File: src/hw/rtl/slot_pool_lease_manager_core_defines.svh
// Assertion helpers used by the lease manager core.
// Every macro expects signals named clock and reset in the using scope.
`ifndef SLOT_POOL_LEASE_MANAGER_CORE_DEFINES_SVH
`define SLOT_POOL_LEASE_MANAGER_CORE_DEFINES_SVH

// same-cycle implication
`define SPLM_ASSERT_IMP(label, ante, cons, msg) \
   label: assert property (@(posedge clock) disable iff (reset) (ante) |-> (cons)) \
      else $error(msg);

// next-cycle implication
`define SPLM_ASSERT_NEXT(label, ante, cons, msg) \
   label: assert property (@(posedge clock) disable iff (reset) (ante) |=> (cons)) \
      else $error(msg);

`endif

File: src/hw/rtl/splm_pkg.sv
`timescale 1ns / 1ps

package splm_pkg;

   // beat field widths
   localparam int KIND_W     = 3;
   localparam int SLOT_W     = 5;
   localparam int NOW_W      = 64;
   localparam int STATUS_W   = 2;
   localparam int ADDR_W     = 32;
   localparam int COUNT_W    = 6;

   // register widths
   localparam int CSR_IDX_W  = 3;
   localparam int CSR_DATA_W = 32;
   localparam int ACTIVE_W   = 6;
   localparam int SBYTES_W   = 17;
   localparam int BASE_W     = 31;
   localparam int TMO_W      = 32;

   // register reset values
   localparam int                  ACTIVE_RST = 32;
   localparam logic [SBYTES_W-1:0] SBYTES_RST = 17'd16;
   localparam logic [BASE_W-1:0]   BASE_RST   = 31'd0;
   localparam logic [TMO_W-1:0]    TMO_RST    = 32'd120000000;

   // request kinds; codes 6 and 7 are no-ops
   typedef enum logic [KIND_W-1:0] {
      KIND_ACQ_WR  = 3'd0,
      KIND_COMMIT  = 3'd1,
      KIND_DISCARD = 3'd2,
      KIND_ACQ_RD  = 3'd3,
      KIND_RELEASE = 3'd4,
      KIND_SCAN    = 3'd5
   } kind_type;

   // response status codes
   localparam logic [STATUS_W-1:0] STATUS_DONE    = 2'd0;
   localparam logic [STATUS_W-1:0] STATUS_EMPTY   = 2'd1;
   localparam logic [STATUS_W-1:0] STATUS_IGNORED = 2'd2;

   // register indexes
   localparam logic [CSR_IDX_W-1:0] REG_ACTIVE    = 3'd0;
   localparam logic [CSR_IDX_W-1:0] REG_SLOT_SIZE = 3'd1;
   localparam logic [CSR_IDX_W-1:0] REG_DATA_BASE = 3'd2;
   localparam logic [CSR_IDX_W-1:0] REG_WR_TMO    = 3'd3;
   localparam logic [CSR_IDX_W-1:0] REG_RD_TMO    = 3'd4;

endpackage

File: src/hw/rtl/splm_age_cmp.sv
`timescale 1ns / 1ps

// Lease age check: stale when (now - stamp) mod 2^64 exceeds the limit.
module splm_age_cmp (
   input  logic [splm_pkg::NOW_W-1:0] now,
   input  logic [splm_pkg::NOW_W-1:0] stamp,
   input  logic [splm_pkg::TMO_W-1:0] limit,
   output logic                       stale
);

   import splm_pkg::*;

   logic [NOW_W-1:0] age;

   assign age   = now - stamp;
   assign stale = age > {{(NOW_W-TMO_W){1'b0}}, limit};

endmodule
File: config.mk
export PLATFORM = sky130hd
export DESIGN_NAME = splm_age_cmp
export DESIGN_NICKNAME = d
export VERILOG_FILES = /design/src/hw/rtl/slot_pool_lease_manager_core_defines.svh /design/src/hw/rtl/splm_pkg.sv /design/src/hw/rtl/splm_age_cmp.sv
export SDC_FILE = /design/constraint.sdc
export NUM_CORES = 1
export LEC_CHECK = 0
export BUFFER_PORTS_ARGS = -buffer_cell sky130_fd_sc_hd__buf_4
export CAP_MARGIN = 20
export CORE_ASPECT_RATIO = 1.1
export CORE_MARGIN = 2
export CORE_UTILIZATION = 40
export DETAILED_ROUTE_END_ITERATION = 7
export GPL_ROUTABILITY_DRIVEN = 0
export PLACE_DENSITY_LB_ADDON = 0.15
export SLEW_MARGIN = 15
export SYNTH_ARGS = -nofsm -noshare
export SYNTH_HDL_FRONTEND = slang
export SYNTH_SLANG_ARGS = --single-unit
File: constraint.sdc
create_clock -name vclk -period 6.4
set_clock_uncertainty 0.15 [all_clocks]
set_input_delay 1.28 -clock vclk [all_inputs]
set_output_delay 1.28 -clock vclk [all_outputs]
set_load 0.05 [all_outputs]
==> implementation parameters <==
Parameter                              Value

Power
  Leak Pwr ... 3.707 nW
  Fraction of power spent switching nets ... 0.5192
  Overall power after layout ... 0.7511 mW
  Sequential Power Share ... 0
  Clock network fraction of design power ... 0
  Switching Power ... about 0.39 mW
  Internal power ... 0.3611 mW
  Power per cell area ... around 100 mW/mm2
  Relative contribution of combinational cells to total power ... 1.000
  Worst vdd ir ... approximately 55 uV

Detailed routing
  Number of remaining DRC errors ... 0
  Routed WL per cell ... 14.31 um
  Detailed router's first-iteration violation count ... around 300
  Via count ... between 6000 and 7000
  Mean number of vias per cell ... ~5.5
  Count of antenna-violating nets left after detailed routing ... 0
  Router iterations before antenna repair ... 5
  DRT Wirelength ... ~17 mm

Timing
  Fin crit share ... 1.040
  Final Slew Violations ... 0
  Setup TNS ... -0.2585 ns
  WHS ... 3.027 ns
  Slew Limit Headroom ... 0.6316
  Achievable frequency ... 0.1502 GHz
  Post-layout minimum cycle time ... 6.659 ns
  Unrepaired setup endpoints after global routing ... true
  Setup violations, final ... 1
  Setup slack after layout ... -0.2585 ns
  Hold violation total from the final report ... 0
  Transition time at the pin with the least slew margin ... roughly 0.54 ns

Floorplanning
  Overall die width ... 112.7 um
  Die area ... 0.01393 mm2
  Ports ... 161
  Rows ... between 40 and 50
  Core region area ... ~0.013 mm2
  Die outline height ... ~120 um
  Initial core utilization ... 0.4112

Global routing
  Antenna violations before repair ... 0
  All-Layer GR Usage ... 0.2370
  Via count of the first global-routing pass ... 6259
  Aggregate global routing overflow ... 0
  First-pass GRT wire length ... ~28 mm
  Maximum number of pins on one net before global-route repair ... 14

Placement
  Area of placed instances ... 0.007282 mm2
  Final HPWL from detailed placement ... approximately 15 mm
  DP Cell Count ... 1198
  Number of buffer cells added on primary ports ... 161

Logic synthesis
  Portion of synthesized cell area occupied by the leading cell type ... 0.2286
  Number of library cell types mapped by synthesis ... 59
  Number of warnings reported in the yosys synthesis log ... 0
  Cell types with the largest area share after synthesis ... sky130_fd_sc_hd__ha_1 (23%), sky130_fd_sc_hd__a21oi_1 (8.6%), sky130_fd_sc_hd__inv_1 (8.1%), sky130_fd_sc_hd__nand2_1 (5.4%), sky130_fd_sc_hd__nand4_1 (5.2%)
  Post-Synthesis Mean Instance Area ... 6.371 um2
  Top cells by instance count after synthesis ... sky130_fd_sc_hd__inv_1 (112), sky130_fd_sc_hd__ha_1 (95), sky130_fd_sc_hd__a21oi_1 (89)
  Count of mapped cells out of synthesis ... around 820
  Sequential area share after synthesis ... 0
  Yosys top cell by area ... sky130_fd_sc_hd__ha_1
  Netlist area before placement ... just over 0.005 mm2
  Number of nets in the synthesized netlist ... between 1000 and 1500
  Most numerous cell in the Yosys netlist ... sky130_fd_sc_hd__inv_1

Worst setup path
  Worst-path cell chain ... buf_4 > ha_1 > a31oi_2 > a2111oi_4 > nor2_2 > o41ai_2 > xor2_1 > ha_1 > a21o_1 > a221o_1 > a221oi_2 > o22ai_1 > nor4_1 > nand4_1 > nor4_2 > nand4_1 > buf_6
  Number of buffer and inverter instances along the worst setup path ... 2
  Crit Path Max Fanout ... 5
  Type of origin of the critical path ... input pin
  Required @ worst endpoint ... about 5.0 ns
  Critical path's slowest cell ... sky130_fd_sc_hd__a2111oi_4
  Largest delay contributor family on the critical path ... compound AO/OA/AOI/OAI gates
  Arrival time of the worst setup path ... 5.23 ns
  Largest stage delay on the critical path ... around 0.5 ns
  Kind of end point of the critical path ... output pin
  Setup Crit Path Kind ... input pin to output pin

Cells and area
  Clock buffer count ... 0
  Post-route non-filler standard cell count ... 1199
  Layout Area Growth over Synthesis ... 41.71%
  Sequential cell area ... 0 um2
  Sequential cell count of the final layout ... 0
  Share of final-layout standard cells stronger than drive strength 1 ... 0.2917
  Number of diodes added for antenna fixing ... 0
  Net count, final ... 1300
  Post-route cell area ... 0.007367 mm2

CTS
  Hold Buf Count CTS ... 0

Worst hold path
  Type of the most critical hold path ... input pin to output pin

Run status
  Violations in the final reports ... setup timing
  Run status ... finished with violations

Flow run
  Max-Cap Viols ... 0
[metrics by stage]
stage / utilization / setup WS, ns
CTS: 0.5816 / -0.3285
finish: 0.5827 / -0.2585
global route: 0.5827 / -0.5199
floorplan: - / -0.01031
detailed placement: 0.5760 / -0.4589
global placement: 0.5760 / -0.3834
[logic make-up (layout without fill, tap and decap cells)]
kind of cell	after synthesis	count (layout)	synth area share
muxes	3	3	0.005776
xor gates and xnor gates	48	48	0.08087
buffers and inverters	149	375	0.1085
and+or+nand+nor	253	253	0.2390
adders and majority gates	96	96	0.2325
AOI/OAI and AO/OA	267	267	0.3333
[area by class of cell]
| cell class | instances | area [um2] |
|---|---|---|
| Timing Repair Buffer | 263 | 1978 |
| Multi-Input combinational cell | 667 | 4772 |
| Fill cell | 1301 | 5276 |
| Inverter | 112 | 420.4 |
| Tap cell | 157 | 196.4 |
[repair_timing]
item / in CTS / in global routing
resized for setup: 13 / 4
pin swaps: 3 / 2
setup buffers: 1 / 0
setup endpoints to repair: 1 / 1
[power by group through the flow]
| stage | logic, mW | registers [mW] | clock network, mW |
|---|---|---|---|
| detailed placement | 0.730 | 0 | 0 |
| floorplan | 0.454 | 0 | 0 |
| CTS | 0.742 | 0 | 0 |
| global placement | 0.727 | 0 | 0 |
| finish | 0.751 | 0 | 0 |
| global route | 0.832 | 0 | 0 |
[worst paths after layout]
check | from | end | cells past startpoint
setup / recovery | now[3] | stale | 17
hold / removal | now[62] | stale | 5
[routing by layer]
metal	wire length, um	track usage
met5	0	0
met3	870	0.01265
met1	7316	0.2934
met4	302	0.04268
met2	8664	0.4573
[layout by cell type, fill, tap and decap left out, types with 4 or more instances in the layout]
cell type,count
sky130_fd_sc_hd__nand3_1,10
sky130_fd_sc_hd__a21o_1,21
sky130_fd_sc_hd__o21bai_1,7
sky130_fd_sc_hd__a221oi_1,4
sky130_fd_sc_hd__a221oi_2,4
sky130_fd_sc_hd__a211oi_1,7
sky130_fd_sc_hd__nor2b_1,6
sky130_fd_sc_hd__o22ai_1,5
sky130_fd_sc_hd__xor2_1,21
sky130_fd_sc_hd__a21oi_1,86
sky130_fd_sc_hd__o211ai_1,8
sky130_fd_sc_hd__nand2b_1,6
sky130_fd_sc_hd__nor2_1,57
sky130_fd_sc_hd__buf_4,262
sky130_fd_sc_hd__ha_1,91
sky130_fd_sc_hd__a31oi_1,5
sky130_fd_sc_hd__o21a_1,21
sky130_fd_sc_hd__nand2_1,75
sky130_fd_sc_hd__nand4_1,43
sky130_fd_sc_hd__a21oi_2,6
sky130_fd_sc_hd__a22oi_1,5
sky130_fd_sc_hd__xnor2_1,27
sky130_fd_sc_hd__or2_2,5
sky130_fd_sc_hd__nor3_1,17
sky130_fd_sc_hd__nor4_1,5
sky130_fd_sc_hd__or3_1,4
sky130_fd_sc_hd__o21ai_0,51
sky130_fd_sc_hd__inv_1,112
sky130_fd_sc_hd__nor3b_1,4
sky130_fd_sc_hd__o21ai_1,4
(Power assumes the default switching activity.)
