--- config.mk ---
export PLATFORM = sky130hd
export DESIGN_NAME = splm_ram
export DESIGN_NICKNAME = d
export VERILOG_FILES = /design/src/hw/rtl/slot_pool_lease_manager_core_defines.svh /design/src/hw/rtl/splm_ram.sv
export SDC_FILE = /design/constraint.sdc
export NUM_CORES = 1
export LEC_CHECK = 0
export ABC_AREA = 1
export ABC_CLOCK_PERIOD_IN_PS = 1400
export BUFFER_PORTS_ARGS = -buffer_cell sky130_fd_sc_hd__buf_2
export CAP_MARGIN = 40
export CORE_MARGIN = 4
export CORE_UTILIZATION = 55
export DETAILED_ROUTE_END_ITERATION = 10
export PLACE_DENSITY = 0.72
export SKIP_CTS_REPAIR_TIMING = 1
export SYNTH_ARGS = -nofsm -noshare
export SYNTH_HDL_FRONTEND = slang
export SYNTH_SLANG_ARGS = --single-unit
--- constraint.sdc ---
create_clock -name clock -period 1.4 [get_ports clock]
set_input_delay 0.07 -clock clock [delete_from_list [all_inputs] [get_ports clock]]
set_output_delay 0.07 -clock clock [all_outputs]
set_load 0.02 [all_outputs]
--- src/hw/rtl/slot_pool_lease_manager_core_defines.svh ---
// Assertion helpers used by the lease manager core.
// Every macro expects signals named clock and reset in the using scope.
`ifndef SLOT_POOL_LEASE_MANAGER_CORE_DEFINES_SVH
`define SLOT_POOL_LEASE_MANAGER_CORE_DEFINES_SVH

// same-cycle implication
`define SPLM_ASSERT_IMP(label, ante, cons, msg) \
   label: assert property (@(posedge clock) disable iff (reset) (ante) |-> (cons)) \
      else $error(msg);

// next-cycle implication
`define SPLM_ASSERT_NEXT(label, ante, cons, msg) \
   label: assert property (@(posedge clock) disable iff (reset) (ante) |=> (cons)) \
      else $error(msg);

`endif

--- src/hw/rtl/splm_ram.sv ---
`timescale 1ns / 1ps

// Simple dual-port RAM, one write and one registered read per cycle.
module splm_ram #(
   parameter int WIDTH = 8,
   parameter int DEPTH = 32
) (
   input  logic                     clock,
   input  logic                     we,
   input  logic [$clog2(DEPTH)-1:0] waddr,
   input  logic [WIDTH-1:0]         wdata,
   input  logic [$clog2(DEPTH)-1:0] raddr,
   output logic [WIDTH-1:0]         rdata
);

   logic [WIDTH-1:0] mem_ff [DEPTH];
   logic [WIDTH-1:0] rdata_ff;

   // write port and registered read, read returns old data on collision
   always_ff @(posedge clock) begin
      if (we) begin
         mem_ff[waddr] <= wdata;
      end
      rdata_ff <= mem_ff[raddr];
   end

   assign rdata = rdata_ff;

endmodule

==> results of run 1 <==
[final timing paths]
check | endpoint | slack (ns) | from
max | rdata[0] | 0.21 | rdata[0]
min reg2reg | rdata[7] | 0.76 | mem_ff[26][7]
max reg2reg | rdata[0] | 0.26 | mem_ff[6][0]
min | mem_ff[30][2] | 0.03 | wdata[2]
[power breakdown]
| group | switching [µW] | total (µW) | internal (µW) |
|---|---|---|---|
| sequential | 44.3 | 8830 | 8780 |
| clock | 2730 | 6580 | 3850 |
| combinational | 795 | 1170 | 372 |
| total | 3570 | 16600 | 13000 |
[state kept, by name, indices dropped and copies added (netlist names)]
name and flops:
rdata 8, mem_ff 256
[area by class of cell]
class,count,area [µm²]
clock buffer,33,698
clock inverter,11,97.6
fill,1442,6630
inverter,10,38.8
multi-input combinational,596,2490
sequential,264,7850
tap,260,325
timing repair buffer,101,893
[cells by family (layout without fill, tap and decap cells)]
logic type / count (synthesis) / after routing / share of synthesized area, %
and+or+nand+nor: 596 / 596 / 23.1
buffers and inverters: 62 / 155 / 4.14
DFF: 264 / 264 / 72.8
[cell usage in the layout (no fill, tap or decap)]
cell type,instances
sky130_fd_sc_hd__bufinv_16,2
sky130_fd_sc_hd__buf_4,55
sky130_fd_sc_hd__dfxtp_1,8
sky130_fd_sc_hd__edfxtp_1,256
sky130_fd_sc_hd__dlygate4sd3_1,5
sky130_fd_sc_hd__clkbuf_16,27
sky130_fd_sc_hd__clkbuf_1,6
sky130_fd_sc_hd__nand3_1,204
sky130_fd_sc_hd__clkinv_1,6
sky130_fd_sc_hd__buf_2,26
sky130_fd_sc_hd__nand2_1,360
sky130_fd_sc_hd__nor2_1,32
sky130_fd_sc_hd__buf_12,15
sky130_fd_sc_hd__inv_2,1
sky130_fd_sc_hd__inv_1,8
sky130_fd_sc_hd__clkinv_2,4
[metal layers]
layer / track usage (%) / part of all wire, %
met5: 0 / 0
met4: 6.19 / 2.2
met3: 3.31 / 7.5
met2: 37.5 / 48
met1: 32.6 / 42
[metrics by stage]
step | cells | hold slack [ns]
after floorplan | 922 | 0.169
after global placement | 1226 | 0.399
after detailed placement | 1226 | 0.400
after CTS | 1270 | -0.138
after global routing | 1275 | 0.0172
final | 1275 | 0.0263
==> impl_metrics.ini, run 1 <==
[run]
number_of_maximum_capacitance_constraint_violations = 0

[grt]
pin_count_of_the_biggest_net_entering_global_routing = 65
grt_pass1_wl_um = 38900
grt_antenna_before_repair = 0
grtUsageTotal_pct = 22.9
grt_pass1_vias = 7041
global_route.overflow_total = 0

[worst_setup_path]
critical_path_class = flop to output pin
worstSetupPathDepth = 1
crit_chain = buf_2
launching_element_type_of_the_critical_path = flop
worst_setup_path_end_kind = output pin
worstPathArrival_ns = 1.12
cpMaxStageDelayCell = sky130_fd_sc_hd__dfxtp_1
cp.required_ns = 1.33
critical_path_buf_inv_count = 1
r2r_cells = 8
cpLargestDelayFamily = flip-flops
critical-path-max-stage-delay_ns = 0.40
crit_path_max_fanout = 1

[power]
power.density_cell_area_nw_per_um2 = 1340
worst_ir_drop_vdd_uv = 1000
report.power.total_uw = 16600
leakage_uw = 0.00471

[synthesis]
synth_top_area_share_pct = 71.3
syn-mean-instance-area_um2 = 11.7
synthDominantAreaCellType = sky130_fd_sc_hd__edfxtp_1
postSynthCellCount = 922
ys_seq_area_share_pct = 72.8
ys.warnings.count = 0
synth-async-reset-ratio_pct = 0
synth_seq_cells = 264
synth_edf_count = 256
synth_cell_types = 12
synthesis.nets = 942
summed_instance_area_of_the_synthesized_netlist_um2 = 10800
leading_cell_types_by_total_area_after_synthesis = sky130_fd_sc_hd__edfxtp_1 71%, sky130_fd_sc_hd__nand2_1 13%, sky130_fd_sc_hd__nand3_1 9.5%
library_cell_with_the_highest_instance_count_after_synthesis = sky130_fd_sc_hd__nand2_1
post_synth_most_frequent_cells = 360 x sky130_fd_sc_hd__nand2_1, 256 x sky130_fd_sc_hd__edfxtp_1, 204 x sky130_fd_sc_hd__nand3_1, 32 x sky130_fd_sc_hd__nor2_1, 24 x sky130_fd_sc_hd__buf_6
synth_top_flop_cell = sky130_fd_sc_hd__edfxtp_1

[timing]
final_min_period_over_clock_period_pct = 84.9
finalHoldViolCount = 0
drv_slew = 0
headroom_to_the_max_slew_limit_pct = 54.7
setup_viol = 0
worst_pin_slew_ns = 0.680
setup_tns_ns = 0
rsz0062_at_grt = false
skew_ns = 0.00787
period_needed_ns = 1.19
timing.fmax_mhz = 841
setup_ws_ns = 0.212

[placement]
post-dp-hpwl_um = 15500
dp_slack_ns = 0.00524
dpl-instance-area_um2 = 11500
finalWeightedCongestion = 0.882
port-buffer-count = 27

[clocking]
clkSinkCount = 264
cts.htree.levels = 1
clockBufferDepth = 3
clkLatencyLatePin_ns = 0.51
library_cell_used_as_clock_root_buffer = sky130_fd_sc_hd__clkbuf_16
clock_tree_from_tritoncts = done
numCtsBuffers = 26
path_clk_slew_ns = 0.06

[die]
chipWidth_um = 148
io-pin-count = 28
placementRows = 50
floorplan.core_area_um2 = 19000
fp.dieArea_um2 = 21900
fp.dieH_um = 148
starting_density_pct = 56.7

[routing]
initialDrtViolationCount = 840
dr.pass1.iters = 5
drcViolationCount = 0
wirelength_um = 24800
final_antenna_net_count = 0
routedWlPerCell_um = 19.5
detailroute.via_count = 7117
route.detailed.vias_per_inst = 5.58

[final_layout]
insertedDiodeCount = 0
layout-drive-gt1-share_pct = 12.8
flow.area_growth_from_synthesis_pct = 14.9
finalNetCount = 1019
postLayoutCoreUtil_pct = 65.2
design_area_um2 = 12400

[min_path]
worstHoldPathType = primary input to flop
worstHoldPathCells = 1

[status]
result_of_the_run = finished clean
(Power assumes the default switching activity.)
==> run 2: changes to the inputs <==
ABC_AREA = 0   (was 1)
ABC_CLOCK_PERIOD_IN_PS = 1100   (was 1400)
clock period = 1.1 ns   (was 1.4 ns; I/O delays follow)
==> run 2 against run 1 <==
The run now ends with setup timing left. Largest power group unchanged. First-iteration DRC count is 34% lower. Critical path type is now flop to flop. Critical endpoint is now rdata[4]. Utilization is 3.9 points higher. Critical path depth grew 2. Sequential power grew 28%. Final cell count is 40% lower. Setup slack lost 0.97 ns. Synthesized cell count decreased by 55%.
==> impl_metrics.ini, run 2 <==
[synthesis]
post_synth_most_frequent_cells = 256 x sky130_fd_sc_hd__edfxtp_1, 80 x sky130_fd_sc_hd__mux4_2, 33 x sky130_fd_sc_hd__nor2_1, 8 x sky130_fd_sc_hd__dfxtp_1, 8 x sky130_fd_sc_hd__mux2_2
synth-async-reset-ratio_pct = 0
leading_cell_types_by_total_area_after_synthesis = sky130_fd_sc_hd__edfxtp_1 76%, sky130_fd_sc_hd__mux4_2 18%, sky130_fd_sc_hd__dfxtp_1 1.6%
synth_top_flop_cell = sky130_fd_sc_hd__edfxtp_1
postSynthCellCount = 417
synthesis.nets = 437
summed_instance_area_of_the_synthesized_netlist_um2 = 10100
synth_top_area_share_pct = 76.5
synth_edf_count = 256
synth_seq_cells = 264
ys_seq_area_share_pct = 78.1
library_cell_with_the_highest_instance_count_after_synthesis = sky130_fd_sc_hd__edfxtp_1
syn-mean-instance-area_um2 = 24.1
synth_cell_types = 15
synthDominantAreaCellType = sky130_fd_sc_hd__edfxtp_1
ys.warnings.count = 0

[worst_setup_path]
cp.required_ns = 1.50
critPathMostFrequentCell = sky130_fd_sc_hd__mux4_2
critical-path-max-stage-delay_ns = 0.56
reg2reg_to = rdata[4]
crit_path_max_fanout = 1
r2r_cells = 3
critical_path_buf_inv_count = 0
cpLargestDelayFamily = multiplexers
worst_setup_path_end_kind = flop
regToRegStartpoint = mem_ff[13][4]
crit_chain = mux4_2 -> mux4_2 -> mux2_4
critical_path_class = flop to flop
launching_element_type_of_the_critical_path = flop
cpMaxStageDelayCell = sky130_fd_sc_hd__mux4_2
reg2reg_slack_ns = -0.76
worstPathArrival_ns = 2.26

[power]
power.density_cell_area_nw_per_um2 = 1700
leakage_uw = 0.00396
worst_ir_drop_vdd_uv = 1080

[die]
fp.dieArea_um2 = 20500
starting_density_pct = 56.0
floorplan.core_area_um2 = 18000
fp.dieH_um = 143
placementRows = 49
chipWidth_um = 143
io-pin-count = 28

[grt]
global_route.overflow_total = 0
grt_antenna_before_repair = 0
grt_pass1_wl_um = 32200
grtUsageTotal_pct = 22.1
grt_pass1_vias = 4787
pin_count_of_the_biggest_net_entering_global_routing = 33

[run]
number_of_maximum_capacitance_constraint_violations = 0

[timing]
worst_pin_slew_ns = 0.338
timing.fmax_mhz = 537
period_needed_ns = 1.86
setup_viol = 8
rsz0062_at_grt = true
headroom_to_the_max_slew_limit_pct = 77.5
setup_ws_ns = -0.761
whs_ns = 0.0207
skew_ns = 0.0207
final_min_period_over_clock_period_pct = 169
finalHoldViolCount = 0
drv_slew = 0

[final_layout]
largest_reg_flops = 256
postLayoutCoreUtil_pct = 69.0
insertedDiodeCount = 0
layout-drive-gt1-share_pct = 45.8
mostFrequentLayoutCell = sky130_fd_sc_hd__edfxtp_1
leading_cell_types_in_the_layout_fill_and_taps_excluded = 256 x sky130_fd_sc_hd__edfxtp_1, 80 x sky130_fd_sc_hd__mux4_2, 38 x sky130_fd_sc_hd__buf_12
finalNetCount = 535
flow.area_growth_from_synthesis_pct = 23.4
top_register = mem_ff

[clocking]
numCtsBuffers = 25
library_cell_used_as_clock_root_buffer = sky130_fd_sc_hd__clkbuf_16
clkLatencyLatePin_ns = 0.52
clock_tree_from_tritoncts = done
clockBufferDepth = 3
path_clk_slew_ns = 0.07
cts.htree.levels = 1
clkSinkCount = 264

[placement]
finalWeightedCongestion = 0.785
port-buffer-count = 27
post-dp-hpwl_um = 13600

[min_path]
worstHoldPathType = primary input to flop
holdCritStartpoint = raddr[3]
worstHoldPathCells = 2
hold_path_end = rdata[2]

[routing]
routedWlPerCell_um = 28.1
wirelength_um = 21400
detailroute.via_count = 4769
final_antenna_net_count = 0
dr.pass1.iters = 5
route.detailed.vias_per_inst = 6.26
drcViolationCount = 0
initialDrtViolationCount = 558

[status]
failed_checks = setup timing
result_of_the_run = complete, but fails checks
-- run 2: worst reg2reg max path, delay by kind of cell, from the launching register on --
family,cells,cell delay (ns)
multiplexers,3,1.38
flip-flops,1,0.36
-- run 2: worst max path at each step --
stage / start / to / slack (ns) / depth (start not counted)
6_report: mem_ff[13][4] / rdata[4] / -0.76 / 3
5_1_grt: mem_ff[13][4] / rdata[4] / -0.76 / 3
4_1_cts: mem_ff[13][4] / rdata[4] / -0.76 / 3
3_5_place_dp: raddr[0] / rdata[4] / -0.92 / 5
3_3_place_gp: raddr[0] / rdata[4] / -0.92 / 5
2_1_floorplan: raddr[0] / rdata[0] / -0.55 / 5
-- run 2: routing by layer --
layer,global-route usage [%],wire [µm],share of wire [%],vias up
li1,-,-,-,1979
met1,33.9,8330,39,2495
met4,4.85,401,1.9,0
met5,0,0,0,-
met2,34.0,10300,48,264
met3,4.42,2320,11,31
-- run 2: cell type report --
type,instances,area (µm²)
clock buffer,34,699
clock inverter,11,114
fill,1038,5560
multi-input combinational,133,2320
sequential,264,7850
tap,229,287
timing repair buffer,91,1130
-- run 2: kinds of logic after synthesis --
group | Yosys count | synth area share [%]
buffers and inverters | 20 | 1.06
flip-flops | 264 | 78.1
multiplexers | 88 | 18.8
AND/OR/NAND/NOR | 45 | 2.07
-- run 2: report_power, final --
part,total [µW],internal (µW),switching [µW]
sequential,11300,11200,66.6
clock,8390,4920,3470
combinational,1410,696,712
-- run 2: metrics by stage --
stage	instances	total power (µW)	TNS (ns)	setup slack, ns	cell area, µm²
final	762	21100	-5.61	-0.761	12400
after global placement	709	12800	-36.03	-0.919	11500
after detailed placement	709	12800	-41.11	-0.923	11500
after global routing	762	21700	-5.81	-0.756	12400
after floorplan	417	12200	-36.13	-0.552	10400
after CTS	754	21100	-5.83	-0.761	12300
